File: config.mk
export PLATFORM = sky130hd
export DESIGN_NAME = config_bitstream_command_parser
export DESIGN_NICKNAME = d
export VERILOG_FILES = /design/src/sv/cbcp_pkg.sv /design/src/sv/config_bitstream_command_parser.sv
export VERILOG_INCLUDE_DIRS = /design/src /design/src/sv
export SDC_FILE = /design/constraint.sdc
export NUM_CORES = 1
export LEC_CHECK = 0
export BUFFER_PORTS_ARGS = -buffer_cell sky130_fd_sc_hd__buf_2
export CAP_MARGIN = 10
export CELL_PAD_IN_SITES_DETAIL_PLACEMENT = 0
export CELL_PAD_IN_SITES_GLOBAL_PLACEMENT = 2
export CORE_UTILIZATION = 39
export DETAILED_ROUTE_END_ITERATION = 8
export GPL_ROUTABILITY_DRIVEN = 0
export PLACE_DENSITY = 0.88
export SLEW_MARGIN = 20
export SYNTH_ARGS = -nofsm -noshare
export SYNTH_HDL_FRONTEND = slang
export SYNTH_SLANG_ARGS = --single-unit
File: constraint.sdc
create_clock -name aclk -period 5.9 [get_ports aclk]
set_input_delay 0.295 -clock aclk [delete_from_list [all_inputs] [get_ports aclk]]
set_output_delay 0.295 -clock aclk [all_outputs]
set_load 0.05 [all_outputs]
File: src/sv/config_bitstream_command_parser_macros.svh
// Assertion macros for the configuration bitstream command parser.
`ifndef CONFIG_BITSTREAM_COMMAND_PARSER_MACROS_SVH
`define CONFIG_BITSTREAM_COMMAND_PARSER_MACROS_SVH
`ifndef SYNTHESIS
// Same-cycle implication.
`define CBCP_ASSERT_IMPL(label, clk, rstn, ante, cons) \
    label: assert property (@(posedge clk) disable iff (!(rstn)) (ante) |-> (cons)) \
        else $error("cbcp assertion failed");
// Next-cycle implication.
`define CBCP_ASSERT_NEXT(label, clk, rstn, ante, cons) \
    label: assert property (@(posedge clk) disable iff (!(rstn)) (ante) |=> (cons)) \
        else $error("cbcp assertion failed");
`else
`define CBCP_ASSERT_IMPL(label, clk, rstn, ante, cons)
`define CBCP_ASSERT_NEXT(label, clk, rstn, ante, cons)
`endif
`endif

File: src/sv/cbcp_pkg.sv
// Types, codes and helper functions for the configuration bitstream command parser.
package cbcp_pkg;

    typedef enum logic [3:0] {
        PH_OPC, PH_LENH, PH_LENL, PH_HC0, PH_HC1, PH_PAY, PH_DC0, PH_DC1, PH_SKIP
    } phase_t;

    localparam logic [7:0] OP_PLL     = 8'hc1;
    localparam logic [7:0] OP_CFGMODE = 8'hc2;
    localparam logic [7:0] OP_FLASH   = 8'hc5;
    localparam logic [7:0] OP_LXLYS   = 8'hc8;
    localparam logic [7:0] OP_ACLCU   = 8'hc9;
    localparam logic [7:0] OP_DLCU    = 8'hca;
    localparam logic [7:0] OP_RXRYS   = 8'hce;
    localparam logic [7:0] OP_FRAM    = 8'hd2;
    localparam logic [7:0] OP_PATH    = 8'hd9;
    localparam logic [7:0] OP_CHG     = 8'hdb;
    localparam logic [7:0] OP_SPLL    = 8'hdd;
    localparam logic [7:0] OP_SLAVE   = 8'hde;

    localparam logic [1:0] EV_PAYLOAD = 2'd0;
    localparam logic [1:0] EV_COMMIT  = 2'd1;
    localparam logic [1:0] EV_ERROR   = 2'd2;

    localparam logic [2:0] TGT_TILE    = 3'd0;
    localparam logic [2:0] TGT_RAM_CFG = 3'd1;
    localparam logic [2:0] TGT_RAM_DAT = 3'd2;
    localparam logic [2:0] TGT_PLL     = 3'd3;
    localparam logic [2:0] TGT_NONE    = 3'd4;

    localparam logic [2:0] ERR_NONE = 3'd0;
    localparam logic [2:0] ERR_CRC  = 3'd1;
    localparam logic [2:0] ERR_LEN  = 3'd2;
    localparam logic [2:0] ERR_X    = 3'd3;
    localparam logic [2:0] ERR_Y    = 3'd4;
    localparam logic [2:0] ERR_CMD  = 3'd5;

    localparam logic [15:0] CRC_INIT = 16'hFFFF;
    localparam logic [15:0] CRC_POLY = 16'h8408;  // reflected 0x1021

    localparam logic [7:0] TILE_X_MAX = 8'd81;
    localparam logic [7:0] TILE_Y_MAX = 8'd65;
    localparam logic [7:0] RAM_X_MAX  = 8'd3;
    localparam logic [7:0] RAM_Y_MAX  = 8'd7;
    localparam logic [15:0] RAM_DLCU_MAX = 16'd27;

    localparam int MAX_FRAM_LEN_DEF = 5120;
    localparam int MAX_TILE_LEN_DEF = 112;

    localparam int OUT_W = 80;

    function automatic logic [15:0] crc_byte(input logic [15:0] crc, input logic [7:0] b);
        logic [15:0] c;
        c = crc ^ {8'h00, b};
        for (int i = 0; i < 8; i++) begin
            c = c[0] ? ((c >> 1) ^ CRC_POLY) : (c >> 1);
        end
        return c;
    endfunction

    function automatic logic [2:0] target_of(input logic [7:0] opc, input logic ram_mode);
        case (opc)
            OP_DLCU: return ram_mode ? TGT_RAM_CFG : TGT_TILE;
            OP_FRAM: return TGT_RAM_DAT;
            OP_PLL:  return TGT_PLL;
            default: return TGT_NONE;
        endcase
    endfunction

    function automatic logic [3:0] skip_count(input logic [7:0] opc);
        case (opc) inside
            OP_PATH, OP_CHG:    return 4'd9;
            OP_PLL:             return 4'd6;
            OP_SLAVE, OP_CFGMODE: return 4'd3;
            default:            return 4'd0;
        endcase
    endfunction

endpackage

File: src/sv/config_bitstream_command_parser.sv
// Configuration bitstream command parser: byte stream in, tagged payload/commit/error beats out.
//
//  channel | dir | tdata                         | tuser
//  s_      | in  | bitstream byte                | -
//  m_      | out | target, x, y, offset, byte,.. | event kind
//
// One byte per cycle: a beat is held in an input register, decoded, CRC-updated
// and written to the output register; a new beat is taken each cycle while the
// result side drains. The byte-wide CRC step sets the path length.
// After an error beat the parser halts: input beats are still taken but dropped
// until aresetn is pulled low. Reset is synchronous and clears all control state.
// A result waiting on m_tready stalls the input only while the held beat yields a result.
`include "config_bitstream_command_parser_macros.svh"

module config_bitstream_command_parser #(
    parameter int MAX_FRAM_LEN = cbcp_pkg::MAX_FRAM_LEN_DEF,
    parameter int MAX_TILE_LEN = cbcp_pkg::MAX_TILE_LEN_DEF
) (
    input  logic                       aclk,
    input  logic                       aresetn,
    input  logic                       s_tvalid,
    output logic                       s_tready,
    input  logic [7:0]                 s_tdata,   // [7:0] in_byte
    output logic                       m_tvalid,
    input  logic                       m_tready,
    // [2:0] target_kind, [9:3] pos_x, [16:10] pos_y, [29:17] byte_offset,
    // [37:30] payload_byte, [40:38] error_code, [56:41] ram_address,
    // [64:57] pll_selected, [72:65] opcode_seen, [79:73] zero
    output logic [cbcp_pkg::OUT_W-1:0] m_tdata,
    output logic [1:0]                 m_tuser    // [1:0] event_kind
);

    // input register
    logic       in_valid_reg;
    logic [7:0] in_byte_reg;

    // parser state
    cbcp_pkg::phase_t phase_reg, phase_next;
    logic [7:0]  opcode_reg, opcode_next;
    logic [15:0] len_reg, len_next;
    logic [15:0] cnt_reg, cnt_next;
    logic [15:0] crc_reg, crc_next;
    logic [15:0] crc_exp_reg, crc_exp_next;
    logic [7:0]  crc_low_reg, crc_low_next;
    logic        ram_mode_reg, ram_mode_next;
    logic [6:0]  x_reg, x_next;
    logic [6:0]  y_reg, y_next;
    logic [7:0]  pll_reg, pll_next;
    logic [15:0] addr_reg, addr_next;
    logic        halted_reg, halted_next;

    // output register
    logic                       m_tvalid_reg;
    logic [cbcp_pkg::OUT_W-1:0] m_tdata_reg;
    logic [1:0]                 m_tuser_reg;

    logic        emit;
    logic [1:0]  ev_kind;
    logic [12:0] ev_off;
    logic [7:0]  ev_byte;
    logic [2:0]  ev_err;
    logic        fire, out_free, out_load;

    // shared decode
    logic [7:0]  b;
    logic [15:0] len_full;
    logic [2:0]  len_err;
    logic        crc_ok;
    logic [15:0] pay_count;
    logic [15:0] cnt_inc;
    logic        pos_op, pos_lx;
    logic        range_bad;
    logic [2:0]  tgt;

    // result checks
    logic        m_is_err;
    logic        m_fields_ok;

    assign b        = in_byte_reg;
    assign len_full = len_reg | {8'h00, b};
    assign crc_ok   = ({b, crc_low_reg} == crc_exp_reg);
    assign pay_count = (opcode_reg == cbcp_pkg::OP_SLAVE) ? 16'd1 : len_reg;
    assign cnt_inc  = cnt_reg + 16'd1;
    assign pos_lx   = (opcode_reg == cbcp_pkg::OP_LXLYS);
    assign pos_op   = pos_lx || (opcode_reg == cbcp_pkg::OP_RXRYS);
    assign tgt      = cbcp_pkg::target_of(opcode_reg, ram_mode_reg);

    always_comb begin
        if (cnt_reg == 16'd0) begin
            range_bad = b > (pos_lx ? cbcp_pkg::TILE_X_MAX : cbcp_pkg::RAM_X_MAX);
        end else begin
            range_bad = b > (pos_lx ? cbcp_pkg::TILE_Y_MAX : cbcp_pkg::RAM_Y_MAX);
        end
    end

    always_comb begin
        len_err = cbcp_pkg::ERR_NONE;
        unique case (opcode_reg) inside
            cbcp_pkg::OP_DLCU: begin
                if (len_full > (ram_mode_reg ? cbcp_pkg::RAM_DLCU_MAX : 16'(MAX_TILE_LEN)))
                    len_err = cbcp_pkg::ERR_LEN;
            end
            cbcp_pkg::OP_PATH, cbcp_pkg::OP_SPLL: begin
                if (len_full != 16'd1) len_err = cbcp_pkg::ERR_LEN;
            end
            cbcp_pkg::OP_PLL: begin
                if (len_full < 16'd12 || len_full > 16'd24) len_err = cbcp_pkg::ERR_LEN;
            end
            cbcp_pkg::OP_LXLYS, cbcp_pkg::OP_ACLCU, cbcp_pkg::OP_RXRYS: begin
                if (len_full != 16'd2) len_err = cbcp_pkg::ERR_LEN;
            end
            cbcp_pkg::OP_FRAM: begin
                if (len_full > 16'(MAX_FRAM_LEN)) len_err = cbcp_pkg::ERR_LEN;
            end
            cbcp_pkg::OP_CHG: begin
                if (len_full > 16'd12) len_err = cbcp_pkg::ERR_LEN;
            end
            cbcp_pkg::OP_SLAVE: begin
                if (len_full > 16'd1) len_err = cbcp_pkg::ERR_LEN;
            end
            cbcp_pkg::OP_FLASH: begin
                if (len_full > 16'd11) len_err = cbcp_pkg::ERR_LEN;
            end
            cbcp_pkg::OP_CFGMODE: begin
                if (len_full > 16'd20) len_err = cbcp_pkg::ERR_LEN;
            end
            default: len_err = cbcp_pkg::ERR_CMD;
        endcase
    end

    // next phase
    always_comb begin
        phase_next = phase_reg;
        if (!halted_reg) begin
            unique case (phase_reg)
                cbcp_pkg::PH_OPC:
                    phase_next = (b == cbcp_pkg::OP_FRAM) ? cbcp_pkg::PH_LENH
                                                          : cbcp_pkg::PH_LENL;
                cbcp_pkg::PH_LENH: phase_next = cbcp_pkg::PH_LENL;
                cbcp_pkg::PH_LENL: begin
                    if (len_err == cbcp_pkg::ERR_NONE) phase_next = cbcp_pkg::PH_HC0;
                end
                cbcp_pkg::PH_HC0: phase_next = cbcp_pkg::PH_HC1;
                cbcp_pkg::PH_HC1: begin
                    if (crc_ok)
                        phase_next = (pay_count == 16'd0) ? cbcp_pkg::PH_DC0
                                                          : cbcp_pkg::PH_PAY;
                end
                cbcp_pkg::PH_PAY: begin
                    if (cnt_inc >= pay_count) phase_next = cbcp_pkg::PH_DC0;
                end
                cbcp_pkg::PH_DC0: phase_next = cbcp_pkg::PH_DC1;
                cbcp_pkg::PH_DC1: begin
                    if (crc_ok)
                        phase_next = (cbcp_pkg::skip_count(opcode_reg) == 4'd0)
                                   ? cbcp_pkg::PH_OPC : cbcp_pkg::PH_SKIP;
                end
                cbcp_pkg::PH_SKIP: begin
                    if (cnt_inc >= {12'h000, cbcp_pkg::skip_count(opcode_reg)})
                        phase_next = cbcp_pkg::PH_OPC;
                end
                default: phase_next = cbcp_pkg::PH_OPC;
            endcase
        end
    end

    // datapath and result
    always_comb begin
        opcode_next   = opcode_reg;
        len_next      = len_reg;
        cnt_next      = cnt_reg;
        crc_next      = cbcp_pkg::crc_byte(crc_reg, b);
        crc_exp_next  = crc_exp_reg;
        crc_low_next  = crc_low_reg;
        ram_mode_next = ram_mode_reg;
        x_next        = x_reg;
        y_next        = y_reg;
        pll_next      = pll_reg;
        addr_next     = addr_reg;
        halted_next   = halted_reg;
        emit          = 1'b0;
        ev_kind       = cbcp_pkg::EV_PAYLOAD;
        ev_off        = 13'd0;
        ev_byte       = 8'd0;
        ev_err        = cbcp_pkg::ERR_NONE;
        if (halted_reg) begin
            crc_next = crc_reg;
        end else begin
            unique case (phase_reg) inside
                cbcp_pkg::PH_OPC: begin
                    crc_next    = cbcp_pkg::crc_byte(cbcp_pkg::CRC_INIT, b);
                    opcode_next = b;
                    len_next    = 16'd0;
                end
                cbcp_pkg::PH_LENH: len_next = {b, 8'h00};
                cbcp_pkg::PH_LENL: begin
                    len_next = len_full;
                    if (len_err != cbcp_pkg::ERR_NONE) begin
                        emit        = 1'b1;
                        ev_kind     = cbcp_pkg::EV_ERROR;
                        ev_err      = len_err;
                        halted_next = 1'b1;
                    end
                end
                cbcp_pkg::PH_HC0, cbcp_pkg::PH_DC0: begin
                    crc_exp_next = crc_reg ^ cbcp_pkg::CRC_INIT;
                    crc_low_next = b;
                end
                cbcp_pkg::PH_HC1: begin
                    if (!crc_ok) begin
                        emit        = 1'b1;
                        ev_kind     = cbcp_pkg::EV_ERROR;
                        ev_err      = cbcp_pkg::ERR_CRC;
                        halted_next = 1'b1;
                    end else begin
                        if (opcode_reg == cbcp_pkg::OP_LXLYS) ram_mode_next = 1'b0;
                        else if (opcode_reg == cbcp_pkg::OP_RXRYS) ram_mode_next = 1'b1;
                        cnt_next = 16'd0;
                    end
                end
                cbcp_pkg::PH_PAY: begin
                    cnt_next = cnt_inc;
                    if (tgt != cbcp_pkg::TGT_NONE) begin
                        emit    = 1'b1;
                        ev_off  = cnt_reg[12:0];
                        ev_byte = b;
                    end else if (opcode_reg == cbcp_pkg::OP_SPLL) begin
                        pll_next = b;
                    end else if (opcode_reg == cbcp_pkg::OP_ACLCU) begin
                        if (cnt_reg == 16'd0) addr_next = {b, addr_reg[7:0]};
                        else                  addr_next = {addr_reg[15:8], b};
                    end else if (pos_op) begin
                        if (range_bad) begin
                            emit        = 1'b1;
                            ev_kind     = cbcp_pkg::EV_ERROR;
                            ev_err      = (cnt_reg == 16'd0) ? cbcp_pkg::ERR_X
                                                             : cbcp_pkg::ERR_Y;
                            halted_next = 1'b1;
                        end else if (cnt_reg == 16'd0) begin
                            x_next = b[6:0];
                        end else begin
                            y_next = b[6:0];
                        end
                    end
                end
                cbcp_pkg::PH_DC1: begin
                    if (!crc_ok) begin
                        emit        = 1'b1;
                        ev_kind     = cbcp_pkg::EV_ERROR;
                        ev_err      = cbcp_pkg::ERR_CRC;
                        halted_next = 1'b1;
                    end else begin
                        cnt_next = 16'd0;
                        if (tgt != cbcp_pkg::TGT_NONE) begin
                            emit    = 1'b1;
                            ev_kind = cbcp_pkg::EV_COMMIT;
                        end
                    end
                end
                cbcp_pkg::PH_SKIP: cnt_next = cnt_inc;
                default: ;
            endcase
        end
    end

    // handshake: a beat that yields no result never waits on the output side
    assign out_free = !m_tvalid_reg || m_tready;
    assign fire     = in_valid_reg && (out_free || !emit);
    assign out_load = fire && emit;
    assign s_tready = !in_valid_reg || fire;

    always_ff @(posedge aclk) begin
        if (!aresetn) begin
            in_valid_reg <= 1'b0;
        end else if (s_tvalid && s_tready) begin
            in_valid_reg <= 1'b1;
        end else if (fire) begin
            in_valid_reg <= 1'b0;
        end
        if (s_tvalid && s_tready) begin
            in_byte_reg <= s_tdata;
        end
    end

    always_ff @(posedge aclk) begin
        if (!aresetn) begin
            phase_reg    <= cbcp_pkg::PH_OPC;
            opcode_reg   <= 8'd0;
            len_reg      <= 16'd0;
            cnt_reg      <= 16'd0;
            crc_reg      <= cbcp_pkg::CRC_INIT;
            crc_exp_reg  <= 16'd0;
            crc_low_reg  <= 8'd0;
            ram_mode_reg <= 1'b0;
            x_reg        <= 7'd0;
            y_reg        <= 7'd0;
            pll_reg      <= 8'h0f;
            addr_reg     <= 16'd0;
            halted_reg   <= 1'b0;
        end else if (fire) begin
            phase_reg    <= phase_next;
            opcode_reg   <= opcode_next;
            len_reg      <= len_next;
            cnt_reg      <= cnt_next;
            crc_reg      <= crc_next;
            crc_exp_reg  <= crc_exp_next;
            crc_low_reg  <= crc_low_next;
            ram_mode_reg <= ram_mode_next;
            x_reg        <= x_next;
            y_reg        <= y_next;
            pll_reg      <= pll_next;
            addr_reg     <= addr_next;
            halted_reg   <= halted_next;
        end
    end

    always_ff @(posedge aclk) begin
        if (!aresetn) begin
            m_tvalid_reg <= 1'b0;
        end else if (out_load) begin
            m_tvalid_reg <= 1'b1;
        end else if (m_tready) begin
            m_tvalid_reg <= 1'b0;
        end
        if (out_load) begin
            m_tuser_reg <= ev_kind;
            m_tdata_reg <= {7'd0, opcode_reg, pll_reg, addr_reg, ev_err, ev_byte,
                            ev_off, y_reg, x_reg, tgt};
        end
    end

    assign m_tvalid = m_tvalid_reg;
    assign m_tdata  = m_tdata_reg;
    assign m_tuser  = m_tuser_reg;

    assign m_is_err    = m_tvalid && (m_tuser == cbcp_pkg::EV_ERROR);
    assign m_fields_ok = (m_tdata[40:38] == cbcp_pkg::ERR_NONE)
                      && (m_tdata[2:0] != cbcp_pkg::TGT_NONE);

    `CBCP_ASSERT_IMPL(a_error_halts, aclk, aresetn, m_is_err, halted_reg)
    `CBCP_ASSERT_NEXT(a_halt_quiet, aclk, aresetn, halted_reg, !out_load && halted_reg)
    `CBCP_ASSERT_IMPL(a_ok_no_code, aclk, aresetn, m_tvalid && !m_is_err, m_fields_ok)

endmodule
# Yosys cells after proc, flatten, opt, wreduce, memory -nomap -nowiden
# Cells that the tools add are included.
[totals]
regBits = 209
input_bits = 12
out_inout_bits = 84
word_cells = 227
[op_classes]
addsub = 1
n_lt_le_gt_ge = 12
eq_ne = 31
mux = 93
n_bitwise = 27
reduce_logical = 42
[ops]
columns = ["operator", "n"]
rows = [
  ["$mux 16", 19],
  ["$eq 8x8->1 const B", 13],
  ["$mux 4", 13],
  ["$not 2->3", 16],
  ["$pmux 16 s3", 1],
  ["$mux 2", 20],
  ["$pmux 4 s9", 1],
  ["$gt 16x4->1 const B", 2],
  ["$gt 16x5->1 const B", 2],
  ["$logic_not 16->1", 2],
  ["$pmux 16 s2", 1],
  ["$pmux 3 s9", 1],
  ["$mux 1", 22],
  ["$mux 3", 7],
  ["$mux 7", 3],
  ["$reduce_and 7->1", 3],
  ["$pmux 3 s3", 2],
  ["$reduce_and 9->1", 2],
  ["$add 16x1->16 const B", 1],
  ["$eq 16x16->1", 1],
  ["$eq 4x3->1 const B", 4],
  ["$ge 16x16->1", 1],
  ["$ge 16x4->1", 1],
  ["$gt 16x1->1 const B", 1],
  ["other kinds (33)", 67],
]

# Longest topological paths before layout
[depth]
ltp_word = 18
depth_mapped = 15
depth_no_buf = 14

# Worst setup path after synthesis
# Ideal clock, no wire load.
[synth_path]
path_type = "register to register"
startpoint = "register opcode_reg[2]"
endpoint = "register m_tdata_reg (netlist bit m_tdata[0]) (enable)"
setup_time_ns = 0.440
arrival_time_ns = 4.166
required_ns = 5.460
slack_ns = 1.294
stages_incl_launch_ff = 13
path_buffers = 1
period_less_slack_ns = 4.606
path_cell_list = "dfxtp_1 > buf_2 > nor4b_2 > nand2_1 > ha_1 > nor3b_1 > o31ai_1 > a21oi_1 > o211ai_1 > or2b_1 > nor2_1 > o211ai_1 > and4_1"
[synth_between]
elab_chain_len = 15
elab_cells_between_ends = 38
cone_classes = "order compare (2); eq/ne (13); mux (15); reduce/logical (8)"
[synth_rtl]
columns = ["item", "line", "text"]
rows = [
  ["start: declaration", "config_bitstream_command_parser.sv:39", "logic [7:0] opcode_reg, opcode_next;"],
  ["start signal: assignment", "config_bitstream_command_parser.sv:302", "opcode_reg <= opcode_next;"],
  ["$eq 8x8->1", "config_bitstream_command_parser.sv:84", "assign pos_lx = (opcode_reg == cbcp_pkg::OP_LXLYS);"],
  ["$mux 7 (on tied branches)", "config_bitstream_command_parser.sv:92, config_bitstream_command_parser.sv:90", ""],
  ["$gt 8x7->1 (on tied branches)", "config_bitstream_command_parser.sv:92, config_bitstream_command_parser.sv:90", ""],
  ["$mux 1", "config_bitstream_command_parser.sv:89", "if (cnt_reg == 16'd0) begin"],
  ["$mux 1", "config_bitstream_command_parser.sv:233", "if (range_bad) begin"],
  ["$mux 1", "config_bitstream_command_parser.sv:232", "end else if (pos_op) begin"],
  ["$mux 1", "config_bitstream_command_parser.sv:229", "end else if (opcode_reg == cbcp_pkg::OP_ACLCU) begin"],
  ["$mux 1", "config_bitstream_command_parser.sv:227", "end else if (opcode_reg == cbcp_pkg::OP_SPLL) begin"],
  ["$mux 1", "config_bitstream_command_parser.sv:223", "if (tgt != cbcp_pkg::TGT_NONE) begin"],
  ["$pmux 1 s4 *", "config_bitstream_command_parser.sv:189", "unique case (phase_reg) inside"],
  ["$mux 1 *", "config_bitstream_command_parser.sv:186", "if (halted_reg) begin"],
  ["$logic_not 1->1", "config_bitstream_command_parser.sv:268", "assign fire = in_valid_reg && (out_free || !emit);"],
  ["$logic_or 1x1->1", "config_bitstream_command_parser.sv:268", ""],
  ["$logic_and 1x1->1", "config_bitstream_command_parser.sv:268", ""],
  ["$logic_and 1x1->1 *", "config_bitstream_command_parser.sv:269", "assign out_load = fire && emit;"],
  ["net out_load", "config_bitstream_command_parser.sv:62", "logic fire, out_free, out_load;"],
  ["end signal: assignment", "config_bitstream_command_parser.sv:327", "m_tdata_reg <= {7'd0, opcode_reg, pll_reg, addr_reg, ev_err, ev_byte,"],
  ["end: declaration", "config_bitstream_command_parser.sv:54", "logic [cbcp_pkg::OUT_W-1:0] m_tdata_reg;"],
]
# Mark *: on every way through the listed nets, which the timed path passes. The rest lies on a longest branch.
# A chain may end at the register's enable or synchronous reset.

# Final worst setup path
[layout_path]
startpoint = "register opcode_reg[3]"
endpoint = "register m_tuser_reg[0] (netlist: m_tuser[0]) (enable)"
[layout_between]
elab_chain_len = 15
elab_cells_between_ends = 38
cone_classes = "order compare (2); eq/ne (13); mux (15); reduce/logical (8)"
[layout_rtl]
columns = ["item", "line", "text"]
rows = [
  ["$eq 8x8->1", "config_bitstream_command_parser.sv:84", ""],
  ["$mux 7 (on tied branches)", "config_bitstream_command_parser.sv:92, config_bitstream_command_parser.sv:90", ""],
  ["$gt 8x7->1 (on tied branches)", "config_bitstream_command_parser.sv:92, config_bitstream_command_parser.sv:90", ""],
  ["$mux 1", "config_bitstream_command_parser.sv:89", ""],
  ["$mux 1", "config_bitstream_command_parser.sv:233", ""],
  ["$mux 1", "config_bitstream_command_parser.sv:232", ""],
  ["$mux 1", "config_bitstream_command_parser.sv:229", ""],
  ["$mux 1", "config_bitstream_command_parser.sv:227", ""],
  ["$mux 1", "config_bitstream_command_parser.sv:223", ""],
  ["$pmux 1 s4 *", "config_bitstream_command_parser.sv:189", ""],
  ["$mux 1 *", "config_bitstream_command_parser.sv:186", ""],
  ["$logic_not 1->1", "config_bitstream_command_parser.sv:268", ""],
  ["$logic_or 1x1->1", "config_bitstream_command_parser.sv:268", ""],
  ["$logic_and 1x1->1", "config_bitstream_command_parser.sv:268", ""],
  ["$logic_and 1x1->1 *", "config_bitstream_command_parser.sv:269", ""],
  ["net out_load", "config_bitstream_command_parser.sv:62", ""],
  ["end signal: assignment", "config_bitstream_command_parser.sv:326", "m_tuser_reg <= ev_kind;"],
  ["end: declaration", "config_bitstream_command_parser.sv:55", "logic [1:0] m_tuser_reg;"],
]
# Marks and branches as above.

==> run_results.csv <==
group,metric,value,unit
outcome,outcome,"complete, but fails checks",
outcome,violations,"DRC",
timing,hold_viol,0,
placement,hpwlAfterDp,18790,um
critical_path,crit_path_end_kind,"flip-flop",
clock_tree,cts-root-buf,"clkbuf_16",
grt,grt_overflow_total,0,
critical_path,startpoint,"opcode_reg[3]$_SDFFE_PN0P_",
power_and_ir_drop,power.density,302.2,nW/um^2
critical_path,critPathMostFrequentCell,"o211ai_1",
power_and_ir_drop,ir_worst_vdd,0.2434,mV
synth,synth_top_area_cell,"dfxtp_1",
synth,synthTopCellsByCount,"dfxtp_1, nor2_1, edfxtp_1, nand2_1, xnor2_1",
critical_path,arrival,4630,ps
critical_path,r2r_setup_slack,1390,ps
routing,drc,16,
routing,wl_per_cell,19.02,um
timing,fin_skew,32.46,ps
grt,grt_max_degree,84,
synth,synth_warnings,0,
critical_path,cpMaxStageDelayCell,"and4_4",
clock_tree,htreeDepth,1,
grt,grt_pass1_wl,43070,um
die,die_area,27420,um^2
synth,synth-seq-cells,209,
timing,min_period,4507,ps
routing,antenna_left,0,
placement,place_area,11020,um^2
min_path,hold_path_class,"input pin to flip-flop",
run,max_cap_violations,0,
timing,max_slew_margin,0.2894,
synth,ys_seq_area_frac,0.4806,
timing,setup_viol,0,
synth,ys.flop_type,"dfxtp_1",
synth,synth_edf_count,83,
critical_path,r2r.worst_path.cells,11,
clock_tree,cts_buffer_depth,3,
routing,dr.pass1.iters,6,
timing,fin_crit_sh,0.7639,
cells_and_area,drive_above_1_share,0.1597,
clock_tree,path_clk_slew,60,ps
critical_path,max_stage_delay,1000,ps
routing,viasPerCell,5.478,
placement,dp_slack,1458,ps
clock_tree,insertion_delay,530,ps
synth,synth.distinct_cells,92,
placement,io_buffers,88,
clock_tree,cts_buffers,24,
die,core_region_area,26130,um^2
cells_and_area,nets,1143,
timing,setup_ws,1393,ps
die,pin_count,96,
synth,synth.avg_cell_area,10.06,um^2
clock_tree,cts.sink_count,209,
critical_path,worstPathCellList,"nor4b_2, nand2_1, ha_1, nor3b_1, o31ai_1, a21oi_1, o211ai_1, or2b_1, nor2_1, o211ai_1, and4_4",
routing,wl,27710,um
critical_path,cp_max_fo,75,
cells_and_area,finalInstanceArea,11980,um^2
grt,grt_antenna_before_repair,1,
critical_path,cp-start-kind,"flip-flop",
cells_and_area,syn_to_final_growth,14.81,%
cells_and_area,fin_util,0.4584,
synth,netlist_area,10440,um^2
die,fp.dieW,165.6,um
timing,drv_slew,0,
grt,grt.total_usage,0.2043,
critical_path,crit_path_end,"m_tuser[0]$_SDFFCE_PP0P_",
cells_and_area,largest_reg_flops,73,
timing,rsz0062_at_grt,"false",
synth,synth_area_leaders,"dfxtp_1, edfxtp_1, mux2i_1, xnor2_1, nor2_1",
timing,worst_pin_slew,1061,ps
clock_tree,cts_tree,"done",
die,die-height,165.6,um
die,initial_core_util,0.3993,
critical_path,timing.rr.start,"opcode_reg[3]$_SDFFE_PN0P_",
synth,yosysMostFrequentCell,"dfxtp_1",
grt,grt_pass1_vias,7571,
die,rows,59,
synth,synthArstFlopShare,0,
routing,first_iter_violations,564,
cells_and_area,multi_input_area,4967,um^2
cells_and_area,n_fill_cell,2530,
power_and_ir_drop,p_leak,4.411,nW
critical_path,r2r_end,"m_tuser[0]$_SDFFCE_PP0P_",
synth,syn_inst,1037,
clock_tree,post_cts_buffers,0,
routing,num_vias,7981,
critical_path,cp_data_required_time,6030,ps
critical_path,worstSetupPathType,"flip-flop to flip-flop",
timing,setup_tns,0,ps
timing,max_freq,0.2219,GHz
cells_and_area,regArea,5015,um^2
synth,synth_top_cell_area_share,0.2417,
cells by family (layout without fill, tap and decap cells):
family          Yosys count  after routing  synth area share
compound gates          188            188            0.1273
xor+xnor                 77             77           0.06463
fa+ha+maj                29             29           0.03453
buf+inv                  95            173           0.04640
flops                   209            209            0.4806
mux                      55             55           0.05276
other cells               1              8         0.0003594
simple gates            383            383            0.1934
timing repair:
item	CTS	global route
hold endpoints to repair	8	0
hold buffers	8	0
resized for setup	0	0
stage by stage:
| step | hold slack, ps | cells | total power [mW] |
|---|---|---|---|
| 5_1_grt | 50.93 | 1456 | 3.734 |
| 3_3_place_gp | 412.5 | 1404 | 2.003 |
| 2_1_floorplan | 393.9 | 1043 | 1.915 |
| 3_5_place_dp | 412.3 | 1404 | 2.006 |
| 6_report | 44.43 | 1457 | 3.621 |
| 4_1_cts | 32.79 | 1456 | 3.651 |
critical path: cells and delay by family, from the launching register on:
| family | cells | cell delay [ps] |
|---|---|---|
| DFF | 1 | 720 |
| and+or+nand+nor | 6 | 2220 |
| AOI/OAI and AO/OA | 4 | 720 |
| adders and majority gates | 1 | 360 |
report_power, final:
group	switching, mW	internal [mW]
logic	0.234	0.145
clock network	0.603	1.03
registers	0.0701	1.53
layout by cell type, fill, tap and decap left out, types with 6 or more instances in the layout:
master	instances
xnor2_1	56
clkbuf_16	25
nand2b_1	9
o211ai_1	6
nand3_1	27
o311ai_1	16
conb_1	7
o21a_1	6
nor2b_1	8
nand4_1	16
mux2i_1	55
edfxtp_1	83
buf_2	88
dlygate4sd3_1	8
nand2_1	82
o21ai_0	24
xor2_1	21
a21oi_1	41
o31ai_1	7
nor4_1	25
a211oi_1	17
nor3_1	21
dfxtp_1	126
o21ai_1	20
a22o_1	8
inv_1	18
nor2_1	117
buf_4	13
ha_1	28
and2_1	20
final cells by class:
| class | instances | share of cell area |
|---|---|---|
| antenna | 1 | 0.0002089 |
| inverter | 20 | 0.006371 |
| clock inverter | 12 | 0.01671 |
| multi-input combinational | 739 | 0.4146 |
| sequential | 209 | 0.4186 |
| timing repair buffer | 109 | 0.05159 |
| tap | 335 | 0.03499 |
| clock buffer | 32 | 0.05692 |
routing by layer:
layer  wire length (um)  GRT usage  vias up
li1                   -          -     3893
met1              12950     0.2849     3822
met2              12540     0.3212      216
met3               1375    0.03172       50
met4                852    0.06736        0
met5                  0          0        -
worst min-delay path by stage:
stage / from / to / cells past startpoint
floorplan: s_tdata[0] / b[0]$_DFFE_PP_ / 0
global placement: pll_reg[2]$_SDFFE_PN1P_ / m_tdata[59]$_DFFE_PP_ / 0
detailed placement: pll_reg[2]$_SDFFE_PN1P_ / m_tdata[59]$_DFFE_PP_ / 0
CTS: s_tvalid / in_valid_reg$_SDFFE_PN0P_ / 2
global route: s_tvalid / in_valid_reg$_SDFFE_PN0P_ / 2
finish: s_tvalid / in_valid_reg$_SDFFE_PN0P_ / 2
No activity file was read; power rests on OpenSTA's default activity.
